[src/hdl/whs_pkg.sv]
`timescale 1ns / 1ps
// shared types, codes and constants of the wave height field stepper
// no dependencies
package whs_pkg;

  localparam int MAX_POINTS_DEF = 256;
  localparam int PASSES_DEF     = 3;

  localparam int MIN_POINTS   = 5;
  localparam int EDGE_POINTS  = 2;
  localparam int STENCIL_SPAN = 4;
  localparam int POINTS_W     = 9;

  localparam int CFG_IW = 2;
  localparam int CFG_DW = 25;

  localparam logic [CFG_IW-1:0] CFG_GAIN   = 2'd0;
  localparam logic [CFG_IW-1:0] CFG_DAMP   = 2'd1;
  localparam logic [CFG_IW-1:0] CFG_POINTS = 2'd2;

  localparam logic [1:0] MODE_WRITE   = 2'd0;
  localparam logic [1:0] MODE_ADVANCE = 2'd1;
  localparam logic [1:0] MODE_READ    = 2'd2;

  localparam logic [15:0]         GAIN_RST   = 16'd6554;
  localparam logic [24:0]         DAMP_RST   = 25'd16777048;
  localparam logic [24:0]         DAMP_ONE   = 25'd16777216;
  localparam logic [POINTS_W-1:0] POINTS_RST = 9'd256;

  typedef struct packed {
    logic [1:0]         mode;
    logic [7:0]         index;
    logic signed [15:0] value;
    logic [15:0]        delta;
  } cmd_t;

  typedef struct packed {
    logic signed [15:0] sample;
    logic               status;
  } rsp_t;

  typedef struct packed {
    logic wr_both;
    logic wr_prv;
    logic a_cur;
  } mem_cmd_t;

  typedef enum logic [2:0] {
    ST_CLEAR,
    ST_IDLE,
    ST_READ,
    ST_FACTOR,
    ST_SCAN,
    ST_DRAIN
  } state_e;

endpackage

[src/hdl/whs_stencil_dp.sv]
`timescale 1ns / 1ps
// five point window and leapfrog update pipeline, one point per cycle
// depends on whs_pkg; fed by whs_field_mem read data
module whs_stencil_dp import whs_pkg::*; #(
  parameter int MAX_POINTS = MAX_POINTS_DEF,
  localparam int AW = $clog2(MAX_POINTS)
) (
  input  logic               clk_i,
  input  logic               rst_ni,
  input  logic               issue_i,
  input  logic               issue_ctr_i,
  input  logic [AW-1:0]      ctr_addr_i,
  input  logic signed [15:0] cur_data_i,
  input  logic signed [15:0] prv_data_i,
  input  logic [15:0]        factor_i,
  input  logic [24:0]        damp_i,
  output logic               wr_vld_o,
  output logic [AW-1:0]      wr_addr_o,
  output logic signed [15:0] wr_data_o,
  output logic               busy_o
);

  localparam logic signed [35:0] RND_FACTOR = 36'sd32768;
  localparam logic signed [46:0] RND_DAMP   = 47'sd8388608;

  // stage valids
  logic rd_any_q, rd_ctr_q, s_vld_q, p_vld_q, v_vld_q, m_vld_q;

  logic [AW-1:0]      rd_addr_q, s_addr_q, p_addr_q, v_addr_q, m_addr_q;
  logic signed [15:0] win_q [4];
  logic signed [18:0] sum_d, s_q;
  logic signed [15:0] s_h_q, s_p_q, p_h_q, p_p_q;
  logic signed [35:0] prod_d, prod_q, prod_rnd;
  logic signed [20:0] v_d, v_q;
  logic signed [46:0] m_d, m_q, m_rnd;
  logic signed [22:0] r_val;

  assign sum_d = 19'(win_q[0]) + 19'(win_q[1]) + 19'(win_q[3]) + 19'(cur_data_i)
               - (19'(win_q[2]) <<< 2);

  assign prod_d   = $signed({1'b0, factor_i}) * s_q;
  assign prod_rnd = prod_q + RND_FACTOR;
  assign v_d      = 21'($signed(prod_rnd[35:16])) + (21'(p_h_q) <<< 1) - 21'(p_p_q);
  assign m_d      = v_q * $signed({1'b0, damp_i});
  assign m_rnd    = m_q + RND_DAMP;
  assign r_val    = m_rnd[46:24];

  always_ff @(posedge clk_i or negedge rst_ni) begin
    if (!rst_ni) begin
      rd_any_q <= 1'b0;
      rd_ctr_q <= 1'b0;
      s_vld_q  <= 1'b0;
      p_vld_q  <= 1'b0;
      v_vld_q  <= 1'b0;
      m_vld_q  <= 1'b0;
    end else begin
      rd_any_q <= issue_i;
      rd_ctr_q <= issue_i & issue_ctr_i;
      s_vld_q  <= rd_ctr_q;
      p_vld_q  <= s_vld_q;
      v_vld_q  <= p_vld_q;
      m_vld_q  <= v_vld_q;
    end
  end

  always_ff @(posedge clk_i) begin
    rd_addr_q <= ctr_addr_i;
    if (rd_any_q) begin
      win_q[0] <= win_q[1];
      win_q[1] <= win_q[2];
      win_q[2] <= win_q[3];
      win_q[3] <= cur_data_i;
    end
    s_q      <= sum_d;
    s_h_q    <= win_q[2];
    s_p_q    <= prv_data_i;
    s_addr_q <= rd_addr_q;
    prod_q   <= prod_d;
    p_h_q    <= s_h_q;
    p_p_q    <= s_p_q;
    p_addr_q <= s_addr_q;
    v_q      <= v_d;
    v_addr_q <= p_addr_q;
    m_q      <= m_d;
    m_addr_q <= v_addr_q;
  end

  always_comb begin
    if (r_val > 23'sd32767) begin
      wr_data_o = 16'sh7fff;
    end else if (r_val < -23'sd32768) begin
      wr_data_o = 16'sh8000;
    end else begin
      wr_data_o = r_val[15:0];
    end
  end

  assign wr_vld_o  = m_vld_q;
  assign wr_addr_o = m_addr_q;
  assign busy_o    = rd_any_q | rd_ctr_q | s_vld_q | p_vld_q | v_vld_q | m_vld_q;

endmodule

[config.mk]
export PLATFORM = sky130hd
export DESIGN_NAME = whs_stencil_dp
export DESIGN_NICKNAME = d
export VERILOG_FILES = /design/src/hdl/whs_pkg.sv /design/src/hdl/whs_stencil_dp.sv
export SDC_FILE = /design/constraint.sdc
export NUM_CORES = 2
export LEC_CHECK = 0
export ABC_AREA = 1
export BUFFER_PORTS_ARGS = -buffer_cell sky130_fd_sc_hd__buf_2
export CAP_MARGIN = 0
export CORE_MARGIN = 8
export CORE_UTILIZATION = 45
export DETAILED_ROUTE_END_ITERATION = 8
export GPL_ROUTABILITY_DRIVEN = 0
export PLACE_DENSITY = 0.7
export SLEW_MARGIN = 25
export SYNTH_ARGS = -nofsm -noshare
export SYNTH_HDL_FRONTEND = slang
export SYNTH_SLANG_ARGS = --single-unit
[constraint.sdc]
create_clock -name clk_i -period 6.7 [get_ports clk_i]
set_clock_uncertainty 0.05 [all_clocks]
set_input_delay 2.01 -clock clk_i [delete_from_list [all_inputs] [get_ports clk_i]]
set_output_delay 2.01 -clock clk_i [all_outputs]
set_load 0.005 [all_outputs]
==> impl_metrics.csv <==
group,metric,value,unit
yosys,syn_avg_cell_area,8.18,µm²
sta,relSlewSlack,0.338,
global_routing,grt_pass1_vias,35100,
placed_design,dp.final_hpwl,86900,µm
yosys,synth_top_family_by_area,"adder cells",
cts,clk_pin_slew,70,ps
critical_path,startpoint_type,"input pin",
placed_design,place_ws,-1160,ps
sta,min_period,7010,ps
job,drv_cap,0,
yosys,yosysWarnings,0,
sta,tightest_slew,991,ps
yosys,synth_xor_area_frac,0.0219,
drt,drt_iter0_markers,2207,
hold_path,hold_path.class,"flop to flop",
cts,clk_latency,570,ps
global_routing,track_usage,0.211,
floorplanning,coreArea,0.0911,mm²
global_routing,grt.overflow.total,0,
finish,area_growth,19.9,%
critical_path,timing.critical_path.required,7140,ps
yosys,syn_nets,6237,
yosys,synth_cell_types,44,
sta,max_freq,0.143,GHz
floorplanning,dieArea,0.101,mm²
sta,setup_ws,-313,ps
yosys,ys_seq_area_frac,0.142,
sta,slew_violations,0,
critical_path,cp_max_fo,6,
drt,drc,0,
floorplanning,die_y,318,µm
hold_path,min_to,"p_p_q[4]",
placed_design,port_buffers,110,
sta,finalSetupViolCount,23,
yosys,synth_fa_ha_area_frac,0.489,
outcome,violations,"negative setup slack",
floorplanning,rows,111,
critical_path,ff2ff_setup_slack,300,ps
hold_path,hp-start,"s_p_q[4]",
cts,cts_buffer_depth,3,
cts,cts_htree_levels,1,
yosys,synth-seq-cells,259,
critical_path,reg2reg_depth,23,
yosys,syn-cell-area,0.0411,mm²
global_routing,grt_pass1_wl,176000,µm
yosys,synth-compound-area-share,0.0380,
finish,final_nets,6594,
drt,vias_per_cell,4.94,
cts,cts_tree,"done",
drt,first_pass_iters,6,
critical_path,reg2reg_to,"m_q[36]",
finish,nFillCells,8074,
finish,drive_gt1_frac,0.190,
sta,fin_crit_sh,1.05,
yosys,synth-simple-area-share,0.156,
outcome,status,"finished, violations left",
hold_path,min_path_cells,0,
cts,cts_root_buf,"clkbuf_16",
critical_path,worst-setup-path-type,"input pin to flop",
global_routing,antenna_found_initial,5,
yosys,netlist_instances,5030,
floorplanning,start_util,0.451,
yosys,synth_mux_area_frac,0,
critical_path,r2r_start,"v_q[20]",
sta,rsz0062_at_grt,"yes",
finish,fin_area,0.0493,mm²
floorplanning,die_x,318,µm
cts,clock-sinks,259,
drt,ant_nets,0,
cts,cts-hold-fix-buffers,0,
critical_path,end_kind,"flop",
critical_path,crit_arrival,7450,ps
drt,vias,32600,
placed_design,dpl-instance-area,0.0460,mm²
finish,antennaDiodeCount,0,
sta,hold_viol,0,
drt,wl_per_cell,16.3,µm
floorplanning,ios,111,
cts,numCtsBuffers,26,
global_routing,grt_max_degree,65,
drt,routed_wl,108000,µm
==> Yosys cell counts (all sizes together) <==
cell type	number	share of area
xnor2	35	0.0075
nand3	76	0.0094
dfxtp	189	0.092
o211a	1	0.00024
nand2	1252	0.12
or2	13	0.0020
and3	6	0.00091
a21o	15	0.0027
o21bai	19	0.0035
ha	312	0.095
nor4	8	0.0012
a31oi	13	0.0020
xor2	68	0.014
dfrtp	6	0.0037
a21boi	6	0.0011
o21ai	72	0.0089
o31ai	4	0.00073
a211oi	2	0.00036
nand4	24	0.0038
inv	1484	0.14
nor2	190	0.018
nor3	30	0.0040
o21a	7	0.0013
o311ai	2	0.00043
buf	5	0.0011
edfxtp	64	0.047
a21oi	131	0.016
clkbuf	176	0.016
and2	2	0.00030
nor3b	3	0.00055
o211ai	5	0.00091
fa	810	0.39
==> per-stage QoR <==
step,std cells,TNS (ps),hold WS (ps),util
after floorplan,5030,-8450,260,-
after global placement,6501,-33500,260,0.505
after detailed placement,6501,-34420,262,0.505
after CTS,6572,-2710,269,0.528
after global routing,6592,-8370,277,0.541
final,6592,-4560,266,0.541
==> cell usage in the layout (no fill, tap or decap), drive strengths merged, types with 30 or more instances in the layout <==
cell type	Yosys	layout
nor3	30	30
edfxtp	64	64
dfxtp	189	189
ha	312	312
a21oi	131	131
nor2	190	190
xor2	68	68
fa	810	810
inv	1484	1489
clkbuf	176	42
xnor2	35	35
nand2	1252	1252
nand3	76	76
o21ai	72	72
buf	5	501
==> layer usage <==
layer	up-vias	GRT usage	share of wire
met3	266	0.0338	0.067
met5	-	0	0.00024
met2	1158	0.357	0.48
li1	15100	-	-
met1	16000	0.277	0.42
met4	4	0.0650	0.036
==> sequential cells by signal (all words and copies together) (netlist names), 16 cells and up <==
name    flops
prod_q     21
p_h_q      16
s_q        19
v_q        21
s_h_q      16
p_p_q      16
s_p_q      16
m_q        24
win_q      64
==> how the worst max path moves through the flow <==
stage / cells after the start / slack, ps / end / from
3_5_place_dp: 22 / -1160 / m_q[40] / damp_i[10]
5_1_grt: 25 / -430 / m_q[46] / damp_i[14]
6_report: 23 / -310 / m_q[30] / damp_i[15]
3_3_place_gp: 23 / -1180 / m_q[40] / damp_i[7]
4_1_cts: 26 / -180 / m_q[43] / damp_i[15]
2_1_floorplan: 24 / -430 / m_q[42] / damp_i[14]
==> area by class of cell <==
type                    instances  area (µm²)  share of cell area
inverters                    1484        5580               0.113
multi-input cells            3106       31100               0.630
flip-flops and latches        259        5860               0.119
clock inverters                12         154             0.00312
repair buffers                510        4360              0.0884
clock buffers                  35         790              0.0160
well taps                    1186        1480              0.0301
==> worst max-delay path: stages <==
cell and delay, ps:
bufbuf_16 250, nand2_1 80, inv_2 50, fa_2 540
inv_1 50, fa_2 340, fa_1 550, inv_1 60
fa_1 570, fa_2 460, fa_1 480, inv_1 50
fa_1 530, inv_2 50, ha_4 270, a21oi_2 170
buf_4 130, nand2_2 80, nand2_2 110, nand2_2 70
o21bai_4 170, a21oi_2 160, xor2_2 210
==> repair_timing <==
item,CTS,global route
gates resized for setup,271,261
hold endpoints to repair,0,0
gates cloned,3,4
setup endpoints to repair,24,44
setup buffers,22,17
pin swaps,124,144
==> kinds of logic (layout without fill, tap and decap cells) <==
group	count (synthesis)	count (layout)
adder cells (fa/ha/maj)	1122	1122
flip-flops	259	259
XOR/XNOR	103	103
AO/OA/AOI/OAI	277	277
buffers and inverters	1665	2041
AND/OR/NAND/NOR	1604	1604
Power is left out: the tool's default activity adds up to more than one toggle a clock period on the data nets, which glitch-free logic cannot reach.
